### src/hw/rtl/sme_pkg.sv
`timescale 1ns / 1ps
`default_nettype none
package sme_pkg;

  localparam int DATA_DEPTH    = 64;
  localparam int RETURN_DEPTH  = 64;
  localparam int ADDRESS_WIDTH = 16;

  // level counters hold 0..depth, store indexes 0..depth-1
  localparam int DLVL_W = $clog2(DATA_DEPTH + 1);
  localparam int DIDX_W = $clog2(DATA_DEPTH);
  localparam int RLVL_W = $clog2(RETURN_DEPTH + 1);
  localparam int RIDX_W = $clog2(RETURN_DEPTH);

  localparam logic [3:0] OP_NOP       = 4'd0;
  localparam logic [3:0] OP_DUP       = 4'd1;
  localparam logic [3:0] OP_SWAP      = 4'd2;
  localparam logic [3:0] OP_DROP      = 4'd3;
  localparam logic [3:0] OP_NOT       = 4'd4;
  localparam logic [3:0] OP_ADD       = 4'd5;
  localparam logic [3:0] OP_LITERAL   = 4'd6;
  localparam logic [3:0] OP_JUMP      = 4'd7;
  localparam logic [3:0] OP_JUMP_ZERO = 4'd8;
  localparam logic [3:0] OP_CALL      = 4'd9;
  localparam logic [3:0] OP_EXIT      = 4'd10;

  localparam logic [2:0] ST_OK         = 3'd0;
  localparam logic [2:0] ST_EXIT_HALT  = 3'd1;
  localparam logic [2:0] ST_BYE        = 3'd2;
  localparam logic [2:0] ST_DATA_UNDER = 3'd3;
  localparam logic [2:0] ST_DATA_OVER  = 3'd4;
  localparam logic [2:0] ST_RET_UNDER  = 3'd5;
  localparam logic [2:0] ST_RET_OVER   = 3'd6;

  typedef struct packed {
    logic [3:0]         opcode;
    logic signed [31:0] operand;
    logic               is_bye;
  } in_item_t;

  typedef struct packed {
    logic [2:0]         status;
    logic [15:0]        next_address;
    logic signed [31:0] top_value;
    logic [6:0]         data_count;
    logic [6:0]         return_count;
  } out_item_t;

endpackage
`default_nettype wire

### src/hw/rtl/sme_ram.sv
`timescale 1ns / 1ps
`default_nettype none
module sme_ram #(
  parameter int WIDTH = 32,
  parameter int DEPTH = 64
) (
  input  wire logic                     clk,
  input  wire logic                     we,
  input  wire logic [$clog2(DEPTH)-1:0] waddr,
  input  wire logic [WIDTH-1:0]         wdata,
  input  wire logic [$clog2(DEPTH)-1:0] raddr,
  output logic      [WIDTH-1:0]         rdata
);

  logic [WIDTH-1:0] mem [DEPTH];

  always_ff @(posedge clk) begin
    if (we) begin
      mem[waddr] <= wdata;
    end
  end

  always_ff @(posedge clk) begin
    rdata <= mem[raddr];
  end

endmodule
`default_nettype wire

### src/hw/rtl/stack_machine_execute_unit.sv
`timescale 1ns / 1ps
`default_nettype none
// Two-stack threaded-code execute unit. One instruction transaction is taken into an input
// register and retired from there into the result register, so a new instruction can be
// accepted every cycle unless out_stall holds the result register back, which keeps the
// instruction waiting in the input register. The top two data stack entries and the top return stack
// entry live in flip-flops; deeper entries sit in two RAMs with one write and one read port
// each, whose registered read port always prefetches the entry just below the registered
// ones, with a bypass for the entry written in the same cycle. No clearing pass is needed
// after reset.
module stack_machine_execute_unit (
  input  wire logic                clk,
  input  wire logic                rst_n,
  input  wire logic                in_valid,
  output logic                     in_stall,
  input  wire sme_pkg::in_item_t   in_data,
  output logic                     out_valid,
  input  wire logic                out_stall,
  output sme_pkg::out_item_t       out_data
);
  import sme_pkg::*;

  localparam int AW = ADDRESS_WIDTH;

  in_item_t  ir_r;
  logic      ir_valid_r;
  out_item_t out_r, out_nxt;
  logic      out_valid_r;
  logic      exec;

  logic [AW-1:0]     pc_r, pc_nxt;
  logic [DLVL_W-1:0] d_r, d_nxt;
  logic [RLVL_W-1:0] r_r, r_nxt;
  logic [31:0]       tos_r, tos_nxt, nos_r, nos_nxt;
  logic [AW-1:0]     rtos_r, rtos_nxt;

  // data RAM and prefetch bypass
  logic              dwe;
  logic [DIDX_W-1:0] dwaddr, draddr;
  logic [31:0]       drdata, dthird;
  logic              dbyp_r, dbyp_nxt;
  logic [31:0]       dbyp_data_r;

  // return RAM and prefetch bypass
  logic              rwe;
  logic [RIDX_W-1:0] rwaddr, rraddr;
  logic [AW-1:0]     rrdata, rsecond;
  logic              rbyp_r, rbyp_nxt;
  logic [AW-1:0]     rbyp_data_r;

  logic [2:0]    status;
  logic [AW-1:0] pc_inc1, pc_inc2, pc_branch, pc_target;

  assign exec      = ir_valid_r && (!out_valid_r || !out_stall);
  assign in_stall  = ir_valid_r && !exec;
  assign out_valid = out_valid_r;
  assign out_data  = out_r;

  assign dthird  = dbyp_r ? dbyp_data_r : drdata;
  assign rsecond = rbyp_r ? rbyp_data_r : rrdata;

  assign pc_inc1   = pc_r + AW'(1);
  assign pc_inc2   = pc_r + AW'(2);
  assign pc_branch = pc_inc2 + AW'(ir_r.operand);

  always_comb begin
    status    = ST_OK;
    pc_target = pc_inc1;
    d_nxt     = d_r;
    r_nxt     = r_r;
    tos_nxt   = tos_r;
    nos_nxt   = nos_r;
    rtos_nxt  = rtos_r;
    dwe       = 1'b0;
    rwe       = 1'b0;
    dwaddr    = DIDX_W'(d_r - DLVL_W'(2));
    rwaddr    = RIDX_W'(r_r - RLVL_W'(1));
    if (exec) begin
      if (ir_r.is_bye) begin
        status = ST_BYE;
      end else begin
        unique case (ir_r.opcode)
          OP_DUP: begin
            if (d_r == '0) begin
              status = ST_DATA_UNDER;
            end else if (d_r >= DLVL_W'(DATA_DEPTH)) begin
              status = ST_DATA_OVER;
            end else begin
              dwe     = d_r >= DLVL_W'(2);
              nos_nxt = tos_r;
              d_nxt   = d_r + DLVL_W'(1);
            end
          end
          OP_SWAP: begin
            if (d_r < DLVL_W'(2)) begin
              status = ST_DATA_UNDER;
            end else begin
              tos_nxt = nos_r;
              nos_nxt = tos_r;
            end
          end
          OP_DROP: begin
            if (d_r == '0) begin
              status = ST_DATA_UNDER;
            end else begin
              tos_nxt = nos_r;
              nos_nxt = dthird;
              d_nxt   = d_r - DLVL_W'(1);
            end
          end
          OP_NOT: begin
            if (d_r == '0) begin
              status = ST_DATA_UNDER;
            end else begin
              tos_nxt = (tos_r == '0) ? 32'h01 : '0;
            end
          end
          OP_ADD: begin
            if (d_r < DLVL_W'(2)) begin
              status = ST_DATA_UNDER;
            end else begin
              tos_nxt = nos_r + tos_r;
              nos_nxt = dthird;
              d_nxt   = d_r - DLVL_W'(1);
            end
          end
          OP_LITERAL: begin
            if (d_r >= DLVL_W'(DATA_DEPTH)) begin
              status = ST_DATA_OVER;
            end else begin
              dwe       = d_r >= DLVL_W'(2);
              nos_nxt   = tos_r;
              tos_nxt   = ir_r.operand;
              d_nxt     = d_r + DLVL_W'(1);
              pc_target = pc_inc2;
            end
          end
          OP_JUMP: begin
            pc_target = pc_branch;
          end
          OP_JUMP_ZERO: begin
            if (d_r == '0) begin
              status = ST_DATA_UNDER;
            end else begin
              tos_nxt   = nos_r;
              nos_nxt   = dthird;
              d_nxt     = d_r - DLVL_W'(1);
              pc_target = (tos_r == '0) ? pc_branch : pc_inc2;
            end
          end
          OP_CALL: begin
            if (r_r >= RLVL_W'(RETURN_DEPTH)) begin
              status = ST_RET_OVER;
            end else begin
              rwe       = r_r != '0;
              rtos_nxt  = pc_inc1;
              r_nxt     = r_r + RLVL_W'(1);
              pc_target = AW'(ir_r.operand);
            end
          end
          OP_EXIT: begin
            if (r_r == '0) begin
              status = ST_EXIT_HALT;
            end else begin
              rtos_nxt  = rsecond;
              r_nxt     = r_r - RLVL_W'(1);
              pc_target = rtos_r;
            end
          end
          default: begin
            // nop and undefined opcodes
          end
        endcase
      end
    end
    pc_nxt = (exec && status == ST_OK) ? pc_target : pc_r;
    // keep the prefetch pointing just below the registered entries
    draddr   = DIDX_W'(d_nxt - DLVL_W'(3));
    rraddr   = RIDX_W'(r_nxt - RLVL_W'(2));
    dbyp_nxt = dwe && (dwaddr == draddr);
    rbyp_nxt = rwe && (rwaddr == rraddr);

    out_nxt.status       = status;
    out_nxt.next_address = 16'(pc_nxt);
    out_nxt.top_value    = (d_nxt == '0) ? '0 : tos_nxt;
    out_nxt.data_count   = 7'(d_nxt);
    out_nxt.return_count = 7'(r_nxt);
  end

  sme_ram #(
    .WIDTH (32),
    .DEPTH (DATA_DEPTH)
  ) u_data_ram (
    .clk   (clk),
    .we    (dwe),
    .waddr (dwaddr),
    .wdata (nos_r),
    .raddr (draddr),
    .rdata (drdata)
  );

  sme_ram #(
    .WIDTH (AW),
    .DEPTH (RETURN_DEPTH)
  ) u_return_ram (
    .clk   (clk),
    .we    (rwe),
    .waddr (rwaddr),
    .wdata (rtos_r),
    .raddr (rraddr),
    .rdata (rrdata)
  );

  always_ff @(posedge clk) begin
    if (!rst_n) begin
      ir_valid_r  <= 1'b0;
      out_valid_r <= 1'b0;
      pc_r        <= '0;
      d_r         <= '0;
      r_r         <= '0;
    end else begin
      if (in_valid && !in_stall) begin
        ir_valid_r <= 1'b1;
      end else if (exec) begin
        ir_valid_r <= 1'b0;
      end
      if (exec) begin
        out_valid_r <= 1'b1;
      end else if (!out_stall) begin
        out_valid_r <= 1'b0;
      end
      pc_r <= pc_nxt;
      d_r  <= d_nxt;
      r_r  <= r_nxt;
    end
  end

  always_ff @(posedge clk) begin
    if (in_valid && !in_stall) begin
      ir_r <= in_data;
    end
    if (exec) begin
      out_r <= out_nxt;
    end
    tos_r       <= tos_nxt;
    nos_r       <= nos_nxt;
    rtos_r      <= rtos_nxt;
    dbyp_r      <= dbyp_nxt;
    dbyp_data_r <= nos_r;
    rbyp_r      <= rbyp_nxt;
    rbyp_data_r <= rtos_r;
  end

endmodule
`default_nettype wire
### config.mk
export PLATFORM = sky130hd
export DESIGN_NAME = stack_machine_execute_unit
export DESIGN_NICKNAME = d
export VERILOG_FILES = /design/src/hw/rtl/sme_pkg.sv /design/src/hw/rtl/sme_ram.sv /design/src/hw/rtl/stack_machine_execute_unit.sv
export SDC_FILE = /design/constraint.sdc
export NUM_CORES = 2
export LEC_CHECK = 0
export ABC_CLOCK_PERIOD_IN_PS = 5600
export BUFFER_PORTS_ARGS = -buffer_cell sky130_fd_sc_hd__buf_2
export CAP_MARGIN = 25
export CORE_ASPECT_RATIO = 1.25
export CORE_MARGIN = 5
export CORE_UTILIZATION = 63
export DETAILED_ROUTE_END_ITERATION = 8
export HOLD_SLACK_MARGIN = 0.05
export PLACE_DENSITY = 0.79
export SLEW_MARGIN = 20
export SYNTH_ARGS = -nofsm -noshare
export SYNTH_HDL_FRONTEND = slang
export SYNTH_SLANG_ARGS = --single-unit
### constraint.sdc
create_clock -name clk -period 5.6 [get_ports clk]
set_clock_uncertainty 0.05 [all_clocks]
set_input_delay 0.56 -clock clk [delete_from_list [all_inputs] [get_ports clk]]
set_output_delay 0.56 -clock clk [all_outputs]
set_load 0.05 [all_outputs]
# After elaboration in Yosys (flattened, before gate mapping)
# Memory sizes are Yosys's and may differ from the RTL's. A register that Yosys moved wholly into a read port is not among the register bits.
# Index checks and enable logic that the tools add are counted.
[totals]
reg_bits = 264
wordCells = 149
inputBits = 41
mem_bits_rw = 3072
out_inout_bits = 67
memories = 2
[mem_list]
columns = ["memory", "words", "word_bits", "read_ports", "rd_ports_with_merged_regs", "wr", "line_no", "source"]
rows = [
  ["u_data_ram.mem", 64, 32, 1, 1, 1, "sme_ram.sv:15", "logic [WIDTH-1:0] mem [DEPTH];"],
  ["u_return_ram.mem", 64, 16, 1, 1, 1, "sme_ram.sv:15", ""],
]
[op_classes]
n_addsub = 11
n_reduce_logical = 25
n_mux = 67
magnitude_cmp = 4
n_bitwise = 1
n_eq_ne = 19
[ops]
columns = ["cell", "n"]
rows = [
  ["2-to-1 mux 32 bit", 13],
  ["case mux 32 bit (5 select lines)", 2],
  ["2-to-1 mux 16 bit", 11],
  ["case mux 16 bit (5 select lines)", 1],
  ["2-to-1 mux 7 bit", 10],
  ["adder 32 bit", 1],
  ["zero test 32 bit", 1],
  ["case mux 16 bit (2 select lines)", 1],
  ["case mux 7 bit (4 select lines)", 1],
  ["zero test 7 bit", 3],
  ["2-to-1 mux 1 bit", 18],
  ["case mux 3 bit (6 select lines)", 1],
  ["subtractor 6 x 2 -> 6 bit (second input constant)", 3],
  ["adder 16 x 1 -> 16 bit (second input constant)", 1],
  ["adder 16 bit", 1],
  ["adder 16 x 2 -> 16 bit (second input constant)", 1],
  ["== test 4 x 3 -> 1 bit (second input constant)", 4],
  ["2-to-1 mux 3 bit", 5],
  ["adder 7 x 1 -> 7 bit (second input constant)", 2],
  ["greater-or-equal comparator 7 bit (second input constant)", 2],
  ["case mux 7 bit (2 select lines)", 1],
  ["subtractor 7 x 1 -> 7 bit (second input constant)", 2],
  ["== test 4 bit (second input constant)", 3],
  ["== test 6 bit", 2],
  ["20 further kinds", 37],
]

# Depth between registers and ports, before layout
[logic_depth]
word_depth = 9
ltp_mapped = 21
ltp_nobuf = 15

# Modules after synthesis
# Synthesis repeated with hierarchy kept, for this count alone.
[hier_totals]
cells_unflattened = 6718
hier_area_um2 = 133609.4
[modules_own_cells]
columns = ["module", "area_per_inst_um2", "instances", "seq_area_each_um2", "cells_each"]
rows = [
  ["sme_ram at u_data_ram", 78499.0, 1, 62139.6, 3323],
  ["sme_ram at u_return_ram", 40042.2, 1, 31069.8, 1829],
  ["stack_machine_execute_unit", 15068.2, 1, 6786.5, 1566],
]

# Worst setup path after synthesis
# Ideal clock, no wire load.
[synth_path]
kind = "in2reg"
startpoint = "input out_stall"
endpoint = "memory u_data_ram.mem[36][0], enable pin"
setup_ns = 0.421
setup_slack_ns = 0.466
t_arrival_ns = 4.663
stages = 7
required_ns = 5.129
path_buffers = 0
cell_sequence = "a21bo_2 inv_1 nand2b_1 nor4_1 and2_1 nand2_1 nor2_1"
[synth_between]
elab_chain_cells = 6
[synth_lines]
columns = ["element", "line_no", "source"]
rows = [
  ["from (decl)", "stack_machine_execute_unit.sv:18", "input wire logic out_stall,"],
  ["zero test 1 bit", "--", ""],
  ["logical OR 1 bit", "stack_machine_execute_unit.sv:54", "assign exec = ir_valid_r && (!out_valid_r || !out_stall);"],
  ["logical AND 1 bit", "stack_machine_execute_unit.sv:54", ""],
  ["net exec", "stack_machine_execute_unit.sv:29", "logic exec;"],
  ["2-to-1 mux 1 bit", "stack_machine_execute_unit.sv:78", "if (exec) begin"],
  ["2-to-1 mux 1 bit", "sme_ram.sv:18", "if (we) begin"],
  ["2-to-1 mux 1 bit (not written as such)", "sme_ram.sv:19", "mem[waddr] <= wdata;"],
  ["to (decl)", "sme_ram.sv:15", ""],
]
# The timed path passes the listed nets, and every way through them passes these cells.

# Final worst setup path
[layout_path]
startpoint = "register r_r[0]"
endpoint = "register u_return_ram.rdata[0], read port of u_return_ram.mem"
[layout_between]
elab_chain_cells = 6
word_cells_on_any_way = 10
cone_classes = "add/sub: 3; order compare: 1; mux: 5; reduce/logical: 1"
[layout_lines]
columns = ["element", "line_no", "source"]
rows = [
  ["from (decl)", "stack_machine_execute_unit.sv:33", "logic [RLVL_W-1:0] r_r, r_nxt;"],
  ["from (signal assigned)", "stack_machine_execute_unit.sv:234", "r_r <= r_nxt;"],
  ["subtractor 7 x 1 -> 7 bit (tied with other cells)", "stack_machine_execute_unit.sv:166", "r_nxt = r_r - RLVL_W'(1);"],
  ["2-to-1 mux 7 bit (on tied branches)", "stack_machine_execute_unit.sv:162, stack_machine_execute_unit.sv:152", ""],
  ["case mux 7 bit (2 select lines)", "stack_machine_execute_unit.sv:82", "unique case (ir_r.opcode)"],
  ["2-to-1 mux 7 bit", "stack_machine_execute_unit.sv:79", "if (ir_r.is_bye) begin"],
  ["2-to-1 mux 7 bit *", "stack_machine_execute_unit.sv:78", ""],
  ["subtractor 6 x 2 -> 6 bit *", "stack_machine_execute_unit.sv:179", "rraddr = RIDX_W'(r_nxt - RLVL_W'(2));"],
  ["to (decl)", "sme_ram.sv:12", "output logic [WIDTH-1:0] rdata"],
]
# Mark *: on every way between the ends. The rest lies on a longest branch, timed or not.
# A chain may end at the register's enable or synchronous reset.

==> metrics.txt <==
status=finished clean; syn_nets=8268; Mapped Cells=8163; commonest cells after routing, fill and taps aside=3222 x edfxtp_1, 1780 x mux2i_1, 586 x nand2_1; row cnt=192; MaxCap Viol Count=0; combinational fraction of design power=3.7%; worst hold path type=input port to flop; WL/cell=30.9 um; CORE AREA=219000 um^2; final worst path period share=97.2%; Hold Vio Cnt, Final=0; reg-to-reg critical path startpoint=r_r[0]$_SDFF_PN0_; synthesized flop and latch total=3384; initial antenna violation count=23; ys flop type=edfxtp_1; register area share after synthesis=72.3%; Residual DRC=0; worst path arrival time=6.13 ns; H-tree depth=5; clk root buf=clkbuf_16; Max transition margin=26.7%; Via density=6.63; Worst Path Buf+Inv=5; Max FO, Critical Path=61; FF-to-FF path depth=17; clock tree buffer depth=4; GP Congestion=0.990; Die Width=429 um; DR WL met2=178000 um; Critical Path Max Stage Delay=0.60 ns; Mapped Area=138000 um^2; layout cells sized above 1=14.3%; vias in the first global route=77400; Metal-1 WL=127000 um; Syn Area/Cell=16.9 um^2; Max Transition Viols Final=0; CP cell instances=inv_1 -> ha_1 -> nor3b_1 -> a21oi_2 -> buf_4 -> a21boi_0 -> o31a_1 -> ha_2 -> xnor2_2 -> buf_12 -> buf_4 -> mux4_2 -> mux2i_1 -> nor3_1 -> nor3_1 -> buf_4 -> o22ai_1; GR Util All Layers=31.0%; top sig layer=met5; kind of cell adding the most delay to the critical path=buffers and inverters; I/O pin total=108; number of synthesized flops with an enable pin=3222; Detailed Place HPWL=221000 um; r2r endpoint=u_return_ram.rdata[0]$_DFF_P_; PD cells=326 nW/um^2; post-route antenna net violation count=0; synth warn=0; setup TNS=0 ns; Final nets=8636; clock-pin slew on the worst setup and hold paths=0.07 ns; worst slew pin tran=1.10 ns; Tmin final=5.44 ns; Final Power=50.5 mW; Num CTS Buffers=315; final wirelength=362000 um; Hold Crit Depth=1; Worst Path Required=6.29 ns; Internal=40.1 mW; routed wl met3=31300 um; worst setup margin=0.156 ns; HP Start=in_data[35]; crit path from=r_r[0]$_SDFF_PN0_; largest net degree at the start of global routing=118; commonest non-fill, non-tap cell in the layout=edfxtp_1; RSZ-0062 raised after global routing=no; Max Fclk=184 MHz; Vias=77700; final std cells w/o fill=11700; total global routing overflow=0; Switching Fraction=20.6%; crit end category=flop; drt initial violations=9971; R2R setup slack=0.16 ns; clock power share=41.6%; Clk Latency, worst-skew pair=0.89 ns; die area=229000 um^2; crit path max-delay cell type=mux2i_1; CTS tree=done; area grow syn2layout=12.1%; async set or reset register ratio after synthesis=0%; DIE HEIGHT=534 um; dpl ws=0.155 ns; register share of total power=54.8%; DP Cell Count=11100; final setup vio count=0; CP Class=flop to flop; Hold EP=ir_r[35]$_DFFE_PP_; first-pass GRT wire length=522000 um; 1st-pass router iterations=7; Unique masters post-synth=95; CTS sink count=3384; Worst IR Drop VDD=0.345 mV; PortBufs=107; WHS=0.118 ns; Startpoint Class=flop; CP most frequent cell=buf_4; Leakage=57.1 nW; NetSw=10.4 mW; initial core utilization=63.2%
[cell type report]
type	count	area, um^2
Inverter	55	224
Sequential cell	3384	100000
Timing Repair Buffer	509	4410
Clock inverter	156	1450
Clock buffer	405	8540
Fill cell	13200	63600
Multi-Input combinational cell	4266	36700
Tap cell	2910	3640
Antenna cell	32	80.1
[synthesized netlist by cell type (all sizes together), types with 26 or more instances]
cell	instances	share of area, %
a31oi	49	0.22
and2	27	0.12
mux4	224	3.6
nor2	276	0.75
clkbuf	242	0.66
xor2	26	0.16
o21ai	113	0.41
a21oi	197	0.72
a311oi	64	0.41
nand2b	34	0.15
a211oi	71	0.39
nand4	27	0.12
inv	53	0.14
nor3b	53	0.30
nand2	586	1.6
buf	216	0.83
edfxtp	3222	70
nor3	54	0.20
dfxtp	162	2.3
nor2b	36	0.16
nand3	149	0.54
ha	62	0.56
o22ai	42	0.19
mux2i	1780	13
a221oi	35	0.22
xnor2	67	0.44
[logic make-up (layout without fill, tap and decap cells)]
group / Yosys count / in the layout / synth area share (%)
other cells: 0 / 32 / 0
compound gates: 799 / 799 / 3.99
fa+ha+maj: 64 / 64 / 0.590
buf+inv: 513 / 1125 / 1.64
mux: 2007 / 2007 / 16.6
flops: 3384 / 3384 / 72.3
simple gates: 1303 / 1303 / 4.28
xor+xnor: 93 / 93 / 0.600
[sequential cells by signal, indices dropped and copies added (netlist names), 7 cells and up]
register and count:
u_data_ram.mem 2048, u_data_ram.rdata 32, tos_r 32, dbyp_data_r 32, d_r 7, u_return_ram.rdata 16
r_r 7, pc_r 16, ir_r 37, out_data 65, rtos_r 16, nos_r 32
rbyp_data_r 16, u_return_ram.mem 1024
[layer usage]
layer | vias to the layer above | global-route usage, %
li1 | 32900 | -
met1 | 39400 | 38.4
met2 | 4469 | 51.8
met3 | 1019 | 5.48
met4 | 6 | 17.9
met5 | - | 0
[power by group through the flow]
stage               logic [mW]  registers, mW  clock network [mW]
detailed placement        1.78           28.2                   0
floorplan                 1.19           28.2                   0
CTS                       1.82           27.7                21.1
finish                    1.85           27.7                21.0
global placement          1.73           28.2                   0
global route              1.96           27.6                22.3
[worst max path at each step]
stage	endpoint	slack [ns]	cells after the start
floorplan	u_data_ram.mem[36][0]$_DFFE_PP_	0.47	7
global placement	u_data_ram.rdata[6]$_DFF_P_	0.31	12
detailed placement	u_data_ram.rdata[27]$_DFF_P_	0.16	15
CTS	u_data_ram.rdata[13]$_DFF_P_	0.13	14
global route	u_return_ram.rdata[7]$_DFF_P_	0.02	17
finish	u_return_ram.rdata[0]$_DFF_P_	0.16	17
[per-stage QoR]
stage               util, %  cell area, um^2
finish                 70.9           155000
global route           70.9           155000
CTS                    70.8           155000
detailed placement     66.1           144000
global placement       66.1           144000
floorplan                 -           138000
[what timing repair did]
action                                 CTS  global route
setup endpoints to repair                0             7
endpoints found under the hold margin   36             2
setup buffers                            0             1
gates resized for setup                  0             5
hold buffers                            36             2
Power figures use the tool's default switching activity.
